### config.mk
export PLATFORM = sky130hd
export DESIGN_NAME = sorted_timer_queue
export DESIGN_NICKNAME = d
export VERILOG_FILES = /design/src/rtl/stq_pkg.sv /design/src/rtl/stq_alu.sv /design/src/rtl/stq_store.sv /design/src/rtl/sorted_timer_queue.sv
export SDC_FILE = /design/constraint.sdc
export NUM_CORES = 1
export LEC_CHECK = 0
export BUFFER_PORTS_ARGS = -buffer_cell sky130_fd_sc_hd__clkbuf_2
export CAP_MARGIN = 40
export CORE_ASPECT_RATIO = 0.6
export CORE_MARGIN = 4
export CORE_UTILIZATION = 56
export CTS_CLUSTER_DIAMETER = 150
export DETAILED_ROUTE_END_ITERATION = 8
export PLACE_DENSITY = 0.76
export SETUP_SLACK_MARGIN = 0.2
export SLEW_MARGIN = 15
export SYNTH_ARGS = -nofsm -noshare
export SYNTH_HDL_FRONTEND = slang
export SYNTH_SLANG_ARGS = --single-unit
### constraint.sdc
create_clock -name i_clk -period 7.6 [get_ports i_clk]
set_clock_uncertainty 0.1 [all_clocks]
set_input_delay 0.38 -clock i_clk [delete_from_list [all_inputs] [get_ports i_clk]]
set_output_delay 0.38 -clock i_clk [all_outputs]
set_load 0.01 [all_outputs]
### src/rtl/stq_pkg.sv
`timescale 1ns / 1ps
// Shared types, constants and address helper for the sorted timer queue.
package stq_pkg;

    localparam int CAPACITY = 16;
    localparam int IDX_W    = (CAPACITY > 1) ? $clog2(CAPACITY) : 1;
    localparam int CNT_W    = $clog2(CAPACITY + 1);
    localparam int SUM_W    = CNT_W + 1;
    localparam int TIME_W   = 32;
    localparam int NUM_W    = 16;
    localparam int KIND_W   = 3;
    localparam int OP_W     = 2;

    typedef enum logic [OP_W-1:0] {
        OP_TICK  = 2'd0,
        OP_SET   = 2'd1,
        OP_ADD   = 2'd2,
        OP_QUERY = 2'd3
    } t_op;

    typedef enum logic [KIND_W-1:0] {
        K_FIRED  = 3'd0,
        K_STATUS = 3'd1,
        K_ADDED  = 3'd2,
        K_FULL   = 3'd3,
        K_STEP   = 3'd4
    } t_kind;

    typedef enum logic [2:0] {
        ST_IDLE,
        ST_SCAN,
        ST_FIRE,
        ST_STEP_END,
        ST_INS,
        ST_RESP
    } t_state;

    // Request from the sequencer to the expiry store.
    typedef struct packed {
        logic              wr_en;
        logic [CNT_W-1:0]  wr_lidx;
        logic [TIME_W-1:0] wr_data;
        logic [CNT_W-1:0]  rd_lidx;
        logic              adv_en;
        logic [CNT_W-1:0]  adv_by;
    } t_store_req;

    // Result of the shared compare/subtract unit.
    typedef struct packed {
        logic              eq;
        logic              gt;
        logic [TIME_W-1:0] diff;
    } t_cmp;

    // Map a position relative to the queue head onto a physical slot.
    function automatic logic [IDX_W-1:0] phys(input logic [IDX_W-1:0] head,
                                              input logic [CNT_W-1:0] lidx);
        logic [SUM_W-1:0] sum;
        sum = SUM_W'(head) + SUM_W'(lidx);
        if (sum >= SUM_W'(CAPACITY)) begin
            sum = sum - SUM_W'(CAPACITY);
        end
        return sum[IDX_W-1:0];
    endfunction

endpackage

### src/rtl/stq_alu.sv
`timescale 1ns / 1ps
// Shared compare and subtract unit used by the scan, fire, insert and status steps.
module stq_alu (
    input  logic [stq_pkg::TIME_W-1:0] i_a,
    input  logic [stq_pkg::TIME_W-1:0] i_b,
    output stq_pkg::t_cmp              o_cmp
);

    always_comb begin
        o_cmp.eq   = (i_a == i_b);
        o_cmp.gt   = (i_a > i_b);
        o_cmp.diff = i_a - i_b;
    end

endmodule

### src/rtl/stq_store.sv
`timescale 1ns / 1ps
// Circular expiry store: one read and one write per cycle, head advance on expiry.
module stq_store (
    input  logic                       i_clk,
    input  logic                       i_rst_n,
    input  stq_pkg::t_store_req        i_req,
    output logic [stq_pkg::TIME_W-1:0] o_rd_data
);

    logic [stq_pkg::TIME_W-1:0] r_mem [stq_pkg::CAPACITY];
    logic [stq_pkg::IDX_W-1:0]  r_head;

    assign o_rd_data = r_mem[stq_pkg::phys(r_head, i_req.rd_lidx)];

    always_ff @(posedge i_clk) begin
        if (i_req.wr_en) begin
            r_mem[stq_pkg::phys(r_head, i_req.wr_lidx)] <= i_req.wr_data;
        end
    end

    always_ff @(posedge i_clk) begin
        if (!i_rst_n) begin
            r_head <= '0;
        end else if (i_req.adv_en) begin
            r_head <= stq_pkg::phys(r_head, i_req.adv_by);
        end
    end

endmodule

### src/rtl/sorted_timer_queue.sv
`timescale 1ns / 1ps
// Top level: command sequencer, time and counters, result register.
//
// Sorted timer queue with one request at a time. A request is taken while
// the block is idle, even if the previous result still waits in the output
// register. An add walks the stored timers later than the new expiry, one
// entry moved per cycle. A tick or set-time makes two passes over the timers
// at or before the new time: one pass counts them and a second pass numbers
// and reports the fired ones. Both passes and the insert walk use a single
// compare/subtract unit over the one read port of the expiry store. Output
// stalls hold the fire pass and the result steps.
module sorted_timer_queue (
    input  logic                         i_clk,
    input  logic                         i_rst_n,
    input  logic                         i_in_valid,
    output logic                         o_in_ready,
    input  logic [stq_pkg::OP_W-1:0]     i_opcode,
    input  logic [stq_pkg::TIME_W-1:0]   i_operand_value,
    output logic                         o_out_valid,
    input  logic                         i_out_ready,
    output logic [stq_pkg::KIND_W-1:0]   o_kind,
    output logic [stq_pkg::NUM_W-1:0]    o_timer_number,
    output logic [stq_pkg::TIME_W-1:0]   o_now_time,
    output logic [stq_pkg::TIME_W-1:0]   o_ticks_left,
    output logic                         o_none_pending,
    output logic                         o_last
);

    stq_pkg::t_state            r_state, n_state;
    logic [stq_pkg::TIME_W-1:0] r_now, n_now;
    logic [stq_pkg::NUM_W-1:0]  r_fin, n_fin;
    logic [stq_pkg::CNT_W-1:0]  r_count, n_count;
    logic [stq_pkg::CNT_W-1:0]  r_idx, n_idx;
    logic [stq_pkg::CNT_W-1:0]  r_gone, n_gone;
    logic [stq_pkg::TIME_W-1:0] r_val, n_val;
    stq_pkg::t_kind             r_kind, n_kind;

    logic                       r_ovalid;
    logic [stq_pkg::KIND_W-1:0] r_okind;
    logic [stq_pkg::NUM_W-1:0]  r_onum;
    logic [stq_pkg::TIME_W-1:0] r_onow;
    logic [stq_pkg::TIME_W-1:0] r_oleft;
    logic                       r_onone;
    logic                       r_olast;

    logic                       s_accept;
    logic                       s_slot;
    logic                       s_emit;
    stq_pkg::t_kind             s_ekind;
    logic [stq_pkg::TIME_W-1:0] s_eleft;
    logic                       s_enone;
    logic                       s_elast;
    logic [stq_pkg::NUM_W-1:0]  s_next_num;

    stq_pkg::t_store_req        s_req;
    logic [stq_pkg::TIME_W-1:0] s_rd_data;
    logic [stq_pkg::TIME_W-1:0] s_alu_b;
    stq_pkg::t_cmp              s_cmp;

    stq_store u_store (
        .i_clk     (i_clk),
        .i_rst_n   (i_rst_n),
        .i_req     (s_req),
        .o_rd_data (s_rd_data)
    );

    stq_alu u_alu (
        .i_a   (s_rd_data),
        .i_b   (s_alu_b),
        .o_cmp (s_cmp)
    );

    assign o_in_ready = (r_state == stq_pkg::ST_IDLE);
    assign s_accept   = i_in_valid && o_in_ready;
    assign s_slot     = !r_ovalid || i_out_ready;
    assign s_next_num = r_fin + 16'd1;
    assign s_alu_b    = (r_state == stq_pkg::ST_INS) ? r_val : r_now;

    always_comb begin
        n_state = r_state;
        n_now   = r_now;
        n_fin   = r_fin;
        n_count = r_count;
        n_idx   = r_idx;
        n_gone  = r_gone;
        n_val   = r_val;
        n_kind  = r_kind;

        s_emit  = 1'b0;
        s_ekind = stq_pkg::K_STEP;
        s_eleft = '0;
        s_enone = (r_count == '0);
        s_elast = 1'b1;

        s_req.wr_en   = 1'b0;
        s_req.wr_lidx = r_idx;
        s_req.wr_data = r_val;
        s_req.rd_lidx = r_idx;
        s_req.adv_en  = 1'b0;
        s_req.adv_by  = r_gone;

        unique case (r_state)
            stq_pkg::ST_IDLE: begin
                if (s_accept) begin
                    n_idx = '0;
                    n_val = i_operand_value;
                    unique case (stq_pkg::t_op'(i_opcode))
                        stq_pkg::OP_TICK: begin
                            n_now   = r_now + 32'd1;
                            n_state = stq_pkg::ST_SCAN;
                        end
                        stq_pkg::OP_SET: begin
                            n_now   = i_operand_value;
                            n_state = stq_pkg::ST_SCAN;
                        end
                        stq_pkg::OP_ADD: begin
                            if (r_count >= stq_pkg::CNT_W'(stq_pkg::CAPACITY)) begin
                                n_kind  = stq_pkg::K_FULL;
                                n_state = stq_pkg::ST_RESP;
                            end else begin
                                n_idx   = r_count;
                                n_state = stq_pkg::ST_INS;
                            end
                        end
                        stq_pkg::OP_QUERY: begin
                            n_kind  = stq_pkg::K_STATUS;
                            n_state = stq_pkg::ST_RESP;
                        end
                        default: begin
                            n_state = stq_pkg::ST_IDLE;
                        end
                    endcase
                end
            end
            stq_pkg::ST_SCAN: begin
                // Count the sorted prefix at or before the new time.
                if ((r_idx < r_count) && !s_cmp.gt) begin
                    n_idx = r_idx + 1'b1;
                end else begin
                    n_gone  = r_idx;
                    n_idx   = '0;
                    n_state = stq_pkg::ST_FIRE;
                end
            end
            stq_pkg::ST_FIRE: begin
                if (r_idx < r_gone) begin
                    if (s_cmp.eq) begin
                        if (s_slot) begin
                            s_emit  = 1'b1;
                            s_ekind = stq_pkg::K_FIRED;
                            s_enone = (r_gone == r_count);
                            s_elast = 1'b0;
                            n_fin   = s_next_num;
                            n_idx   = r_idx + 1'b1;
                        end
                    end else begin
                        // Drop a missed timer but still count it.
                        n_fin = s_next_num;
                        n_idx = r_idx + 1'b1;
                    end
                end else begin
                    s_req.adv_en = 1'b1;
                    n_count      = r_count - r_gone;
                    n_state      = stq_pkg::ST_STEP_END;
                end
            end
            stq_pkg::ST_STEP_END: begin
                if (s_slot) begin
                    s_emit  = 1'b1;
                    s_ekind = stq_pkg::K_STEP;
                    n_state = stq_pkg::ST_IDLE;
                end
            end
            stq_pkg::ST_INS: begin
                s_req.rd_lidx = r_idx - 1'b1;
                s_req.wr_en   = 1'b1;
                if ((r_idx != '0) && s_cmp.gt) begin
                    // Move the later entry up one place.
                    s_req.wr_data = s_rd_data;
                    n_idx         = r_idx - 1'b1;
                end else begin
                    n_count = r_count + 1'b1;
                    n_kind  = stq_pkg::K_ADDED;
                    n_state = stq_pkg::ST_RESP;
                end
            end
            stq_pkg::ST_RESP: begin
                s_req.rd_lidx = '0;
                if (s_slot) begin
                    s_emit  = 1'b1;
                    s_ekind = r_kind;
                    if ((r_kind == stq_pkg::K_STATUS) && (r_count != '0)) begin
                        s_eleft = s_cmp.diff;
                    end
                    n_state = stq_pkg::ST_IDLE;
                end
            end
            default: begin
                n_state = stq_pkg::ST_IDLE;
            end
        endcase
    end

    always_ff @(posedge i_clk) begin
        if (!i_rst_n) begin
            r_state <= stq_pkg::ST_IDLE;
            r_now   <= '0;
            r_fin   <= '0;
            r_count <= '0;
            r_idx   <= '0;
            r_gone  <= '0;
            r_kind  <= stq_pkg::K_STEP;
        end else begin
            r_state <= n_state;
            r_now   <= n_now;
            r_fin   <= n_fin;
            r_count <= n_count;
            r_idx   <= n_idx;
            r_gone  <= n_gone;
            r_kind  <= n_kind;
        end
    end

    always_ff @(posedge i_clk) begin
        r_val <= n_val;
    end

    always_ff @(posedge i_clk) begin
        if (!i_rst_n) begin
            r_ovalid <= 1'b0;
        end else if (s_emit) begin
            r_ovalid <= 1'b1;
        end else if (i_out_ready) begin
            r_ovalid <= 1'b0;
        end
    end

    always_ff @(posedge i_clk) begin
        if (s_emit) begin
            r_okind <= s_ekind;
            r_onum  <= s_next_num;
            r_onow  <= r_now;
            r_oleft <= s_eleft;
            r_onone <= s_enone;
            r_olast <= s_elast;
        end
    end

    assign o_out_valid    = r_ovalid;
    assign o_kind         = r_okind;
    assign o_timer_number = r_onum;
    assign o_now_time     = r_onow;
    assign o_ticks_left   = r_oleft;
    assign o_none_pending = r_onone;
    assign o_last         = r_olast;

`ifndef SYNTH
    a_count_bound: assert property (@(posedge i_clk) disable iff (!i_rst_n)
        r_count <= stq_pkg::CNT_W'(stq_pkg::CAPACITY))
        else $error("pending count above capacity");

    a_fired_not_last: assert property (@(posedge i_clk) disable iff (!i_rst_n)
        o_out_valid && (o_kind == stq_pkg::K_FIRED) |-> !o_last)
        else $error("fired result marked last");

    a_gone_bound: assert property (@(posedge i_clk) disable iff (!i_rst_n)
        (r_state == stq_pkg::ST_FIRE) |-> (r_gone <= r_count))
        else $error("expired count above pending count");

    a_step_frees_head: assert property (@(posedge i_clk) disable iff (!i_rst_n)
        (r_state == stq_pkg::ST_FIRE) && (r_idx >= r_gone)
        |=> (r_state == stq_pkg::ST_STEP_END) && (r_count == $past(r_count - r_gone)))
        else $error("store not shrunk after time step");
`endif

endmodule

======== Word level (Yosys, flattened, before mapping) ========
Memories as Yosys holds them, arrays and structs flattened.
Cells that the tools add are included.
word-level totals
  word-level logic and storage cells ...... 146
  output and inout bits ................... 87
  input bits .............................. 38
  register bits ........................... 191
  memory bits (read-only) ................. 0
  memories ................................ 1
  latch bits .............................. 0
  RAM bits ................................ 512
memories
  name           depth  bits a word  rd ports  clocked after memory_dff  wr ports  line             text
  u_store.r_mem  16     32           1         0                         1         stq_store.sv:10  logic [stq_pkg::TIME_W-1:0] r_mem [stq_pkg::CAPACITY];
cells by class
  multiply operators ...................... 0
  bitwise gates (word level) .............. 1
  reduce and logical (&&, ||, !) cells .... 29
  eq/ne operators ......................... 22
  mux-type cells .......................... 57
  shifts and indexed selects .............. 0
  divide/modulo/power cells ............... 0
  add/sub/neg operators ................... 13
  $lt $le $gt $ge ......................... 7
operators with widths
  operator                                             count
  two-way mux 32 bit                                   3
  case mux 32 bit (2 select lines)                     1
  two-way mux 5 bit                                    10
  two-way mux 3 bit                                    12
  adder 32 x 1 -> 32 bit, second input constant        1
  == test 32 bit                                       1
  > comparator 32 bit                                  1
  two-way mux 16 bit                                   2
  subtractor 32 bit                                    1
  case mux 5 bit (2 select lines)                      2
  case mux 5 bit (4 select lines)                      1
  adder 4 x 5 -> 6 bit                                 3
  >= comparator 6 x 5 -> 1 bit, second input constant  3
  case mux 3 bit (2 select lines)                      3
  adder 16 x 1 -> 16 bit, second input constant        1
  two-way mux 1 bit                                    16
  two-way mux 4 bit                                    4
  case mux 3 bit (5 select lines)                      1
  AND reduction 3 bit                                  5
  AND reduction 5 bit                                  3
  subtractor 4 x 1 -> 4 bit, second input constant     3
  adder 5 x 1 -> 5 bit, second input constant          2
  < comparator 5 bit                                   2
  inequality test 2 bit, second input constant         5
  other kinds (26)                                     43

======== Longest topological paths before layout ========
An unclocked memory read counts as a cell.
  word-level depth ........................ 11
  depth in mapped cells ................... 29
  gate-level depth less buffers ........... 22

======== By module ========
A second synthesis with hierarchy kept.
second synthesis, totals
  cells, all modules ...................... 2197
  area total of the unflattened synthesis .. 31876.8 um2
by module, submodules not included
  module              area an instance (um2)  instances  cells each  seq. area each (um2)
  stq_store           20368.3                 1          961         15454.8
  sorted_timer_queue  9391.5                  1          923         4914.7
  stq_alu             2117.0                  1          313         0.0

======== Least setup slack after synthesis ========
OpenSTA, ideal clock, no wires.
  path kind ............................... register -> register
  from .................................... register r_state[0]
  to ...................................... register r_okind (netlist bit o_kind[0]) (enable)
  slack ................................... 518 ps
  arrival time ............................ 6536 ps
  required time ........................... 7054 ps
  stages on the path, launching flop included .. 23
  library setup time ...................... 446 ps
  buffers on the path ..................... 7
  period minus slack after synthesis ...... 7082 ps
  path through ............................ dfxtp_1 clkbuf_1 clkbuf_1 nor2_1 nand2_1 clkbuf_1 o21ai_0 ha_1 inv_1 fa_1 clkbuf_1 clkbuf_1 clkbuf_1 mux4_2 nand2_1 a31oi_1 ha_1 buf_2 nand3_1 nor4_1 nand2_1 nand4b_1 nand2_1
between the ends
  word-level cells in the longest chain between the ends .. 10
  elaborated cells between the ends (all ways) .. 16
  those cells by class .................... add/sub: 2; order compare: 1; eq/ne: 5; mux: 6; reduce/logical: 1; memory: 1
ends and longest elaborated chain
  element                                                                    line                                                 text
  start: declaration                                                         sorted_timer_queue.sv:29                             stq_pkg::t_state r_state, n_state;
  start signal: assignment                                                   sorted_timer_queue.sv:206                            r_state <= stq_pkg::ST_IDLE;
  start signal: assignment                                                   sorted_timer_queue.sv:214                            r_state <= n_state;
  == test 3 bit (on tied branches)                                           sorted_timer_queue.sv:102, sorted_timer_queue.sv:77
  case mux 5 bit (2 select lines)                                            sorted_timer_queue.sv:102                            unique case (r_state)
  adder 4 x 5 -> 6 bit                                                       stq_pkg.sv:59                                        sum = SUM_W'(head) + SUM_W'(lidx);
  >= comparator 6 x 5 -> 1 bit or subtractor 4 x 1 -> 4 bit (tied branches)  stq_pkg.sv:60, stq_pkg.sv:61
  two-way mux 4 bit                                                          stq_pkg.sv:60                                        if (sum >= SUM_W'(CAPACITY)) begin
  memory read (16 x 32 bit)                                                  -
  == test 32 bit                                                             stq_alu.sv:10                                        o_cmp.eq = (i_a == i_b);
  two-way mux 1 bit                                                          sorted_timer_queue.sv:147                            if (s_cmp.eq) begin
  two-way mux 1 bit                                                          sorted_timer_queue.sv:146                            if (r_idx < r_gone) begin
  case mux 1 bit (2 select lines) (*)                                        sorted_timer_queue.sv:102
  named net s_emit                                                           sorted_timer_queue.sv:48                             logic s_emit;
  end signal: assignment                                                     sorted_timer_queue.sv:240                            r_okind <= s_ekind;
  end: declaration                                                           sorted_timer_queue.sv:39                             logic [stq_pkg::KIND_W-1:0] r_okind;
The timed path passes the listed nets; every way through them passes the cells marked *.
A chain may end at the register's enable or synchronous reset.

==> parameters.txt <==
Parameter                              Value

Drt
  DRC Markers ... 0
  Vias ... 19200
  Routed len/inst ... about 27 µm
  Detailed Routing Iterations Pass 1 ... 5
  Final ANT Viol Nets ... 0
  Number of DRC violations after detailed-routing iteration 0 ... 2937
  Final wirelength ... 79.6 mm
  Per-cell via count in the routed design ... 6.49

Clock network
  Number of clock sinks seen by CTS ... approximately 700
  Inserted Clock Buffers ... 58
  # H-tree levels ... 2
  Worst-skew pair later-pin latency ... 630 ps
  Clk Tree Root Cell ... clkbuf_16
  Reg clk slew, reported paths ... 80 ps
  Clock tree from TritonCTS ... built
  Maximum number of buffers from clock root to sink ... 3

Synthesis
  Cell count after synthesis ... 2013
  Multiplexer area fraction after synthesis ... a little under an eighth
  Dominant combinational cell family by area after synthesis ... multiplexers
  Most frequent cell after synthesis ... edfxtp_1
  Mapped Nets ... 2116
  Complex-gate fraction of the synthesized area ... just over 7%
  Sequential share of the synthesized area ... 66.6%
  Number of enable-type register cells in the synthesized netlist ... between 600 and 700
  Commonest cells in the netlist ... edfxtp_1, nand2_1, nor2_1
  Top cells by area in the synthesized netlist ... edfxtp_1, mux4_2, dfxtp_1
  FF+latch count, synth ... about 700
  Cell type with the largest total area after synthesis ... edfxtp_1
  Syn_area_per_cell ... 15.2 µm²
  Post-synthesis share of cell area spent on and, or, nand and nor gates ... around 7.6%
  Netlist area before placement ... 30600 µm²
  Synth warn ... 0
  Synth unique cells ... 75
  Post-synthesis share of cell area spent on full adders, half adders and majority gates ... under 10%
  Most used flip-flop cell after synthesis ... edfxtp_1
  FFs w/ async S/R, synth ... 0%
  Xor/xnor share of the synthesized area ... under 10%
  Yosys top cell area share ... between 60 and 70%

Final layout
  Finished layout cell area ... between 30000 and 40000 µm²
  Area growth from synthesis to layout ... 14.3%
  Number of diodes added for antenna fixing ... 0
  Layout cell share with drive strength beyond 1 ... 22.0%
  Final Net Count ... roughly 2300

Die
  Starting density of the core ... between 50% and 60%
  Ports ... between 100 and 150
  Placeable core region ... around 54000 µm²
  Vertical die dimension ... 189 µm
  Die area ... about 59000 µm²
  DIE WIDTH ... 310 µm
  Standard-cell rows ... 66

Place
  Global placer's final weighted congestion ... about 0.93
  Post-detail-place hpwl ... 49.1 mm
  Port Buffers ... approximately 120
  Post-DP Area ... 32500 µm²

Global route
  Number of antenna violations at the first check in global routing ... 1
  Busiest layer in global routing ... met1
  Maximum number of pins on one net before global-route repair ... 65
  Met2 track demand over resource in global routing ... around 39%
  M3 GR Usage ... roughly 7%
  Number of global-route vias before repair ... 18800
  GRT Overall Usage ... ~27%
  Overflow left after global routing ... 0
  Global-route wire length before repair ... ~120 mm
  GR met1 Demand/Resource ... 40.9%

Timing
  Setup TNS ... 0 ps
  Final setup violation count ... 0
  Count of final hold-check violations ... 0
  Minimum clock period after layout ... 7070 ps
  Worst Tran Pin Value ... about 900 ps
  Fmax ... 0.141 GHz
  Max-slew violations ... 0
  RSZ-0062 raised after global routing ... no
  Final Cycle Share ... slightly above 90%
  Slew Limit Headroom ... approximately two fifths

Critical path
  Category of the most critical setup path ... flip-flop to flip-flop
  Crit path capture type ... flip-flop
  Crit path launch type ... flip-flop
  Worst-path maximum fanout ... slightly above 40
  Capturing element of the worst setup path ... u_store.r_mem[0][22]
  Ordered list of cells on the worst path ... inv_1 > ha_1 > o22ai_1 > inv_1 > fa_4 > buf_12 > buf_4 > mux4_2 > and2_1 > a211oi_1 > a31oi_1 > ha_1 > inv_1 > o21ai_0 > a221oi_2 > buf_4 > nand2_1 > a31oi_1 > nor2_1 > nand2_1 > buf_12 > mux2_2
  Worst Reg2Reg Path Length in Cells ... 22
  Minimum setup slack among reg-to-reg paths ... ~530 ps
  Setup crit start ... r_idx[1]
  Peak per-stage delay on the critical path ... roughly 1100 ps
  Endpoint of the most critical register-to-register path ... u_store.r_mem[0][22]
  Arrival @ worst endpoint ... between 7000 and 8000 ps
  Most frequent CP cell ... inv_1
  Cell with the largest stage delay on the worst path ... fa_4
  Reg-to-Reg Start ... r_idx[1]
  Crit path required time ... roughly 8000 ps

Worst hold path
  Type of the worst min-delay path ... input port to flip-flop

Run status
  Run status ... completed

Run
  Number of max-cap violations ... 0
[metrics by stage]
stage	hold WS, ps	utilization [%]	cells	worst slack (ps)
3_5_place_dp	356	60.0	2814	570
6_report	107	64.6	2959	528
3_3_place_gp	353	60.0	2812	597
4_1_cts	86.1	64.5	2955	488
5_1_grt	113	64.6	2959	185
2_1_floorplan	306	-	2013	518
[registers in the layout, summed over array words and instances, names as in the netlist]
| name | flops |
|---|---|
| u_store.r_head | 4 |
| r_now | 32 |
| o_ticks_left | 32 |
| r_state | 3 |
| o_last | 1 |
| r_kind | 3 |
| o_now_time | 32 |
| r_gone | 5 |
| o_kind | 3 |
| u_store.r_mem | 512 |
| r_val | 32 |
| o_out_valid | 1 |
| o_timer_number | 16 |
| r_idx | 5 |
| r_fin | 16 |
| o_none_pending | 1 |
| r_count | 5 |
[worst min-delay path by stage]
stage / from / endpoint / slack [ps] / cells after the start
CTS: i_rst_n / r_kind[2] / 90 / 2
detailed placement: r_kind[2] / r_kind[2] / 360 / 2
finish: i_rst_n / r_kind[2] / 110 / 2
floorplan: r_now[26] / o_now_time[26] / 310 / 0
global placement: r_kind[2] / r_kind[2] / 350 / 2
global route: i_opcode[1] / r_kind[1] / 110 / 3
[timing repair]
action,in CTS,in global routing
buffers inserted,0,2
hold buffers,32,0
gates resized for setup,0,1
setup endpoints to repair,0,503
hold endpoints to repair,35,0
[metal layers]
metal	wire, µm	up-vias
met5	7	-
met4	2310	2
met3	9260	183
met2	35300	1181
met1	32700	9617
li1	-	8222
[cell type report]
| type | instances | area [µm²] |
|---|---|---|
| clock buffers | 73 | 1640 |
| clock inverters | 36 | 458 |
| fillers | 3731 | 19100 |
| inverters | 41 | 154 |
| multi-input cells | 1169 | 9840 |
| flip-flops and latches | 703 | 20400 |
| well taps | 714 | 893 |
| repair buffers | 223 | 1590 |
[cell families after synthesis]
group	Yosys count
DFF	703
and+or+nand+nor	491
AOI/OAI and AO/OA	342
muxes	196
buffers and inverters	141
xor gates and xnor gates	75
adders and majority gates	65
[worst max-delay path: cells and delay by family (launching register included)]
kind	cells	cell delay, ps
adders and majority gates	3	1790
and+or+nand+nor	4	490
buffers and inverters	7	1380
AOI/OAI and AO/OA	6	1480
muxes	2	780
DFF	1	630
[cells in the final DEF, fill, tap and decap left out, types with 31 or more instances in the layout]
cell type and n:
dlygate4sd3_1 32, nand2_1 173, inv_1 40, clkbuf_2 124
xor2_1 43, edfxtp_1 629, dfxtp_1 74, a31oi_1 39
mux4_2 128, ha_1 59, clkbuf_16 63, buf_4 54
a211oi_1 54, o21ai_0 64, a21oi_1 81, mux2_2 31
and2_1 42, mux2i_1 37, nor2_1 121
Power is not shown: default switching activity piles up to over one toggle a cycle in this logic, so the estimate is an artifact.
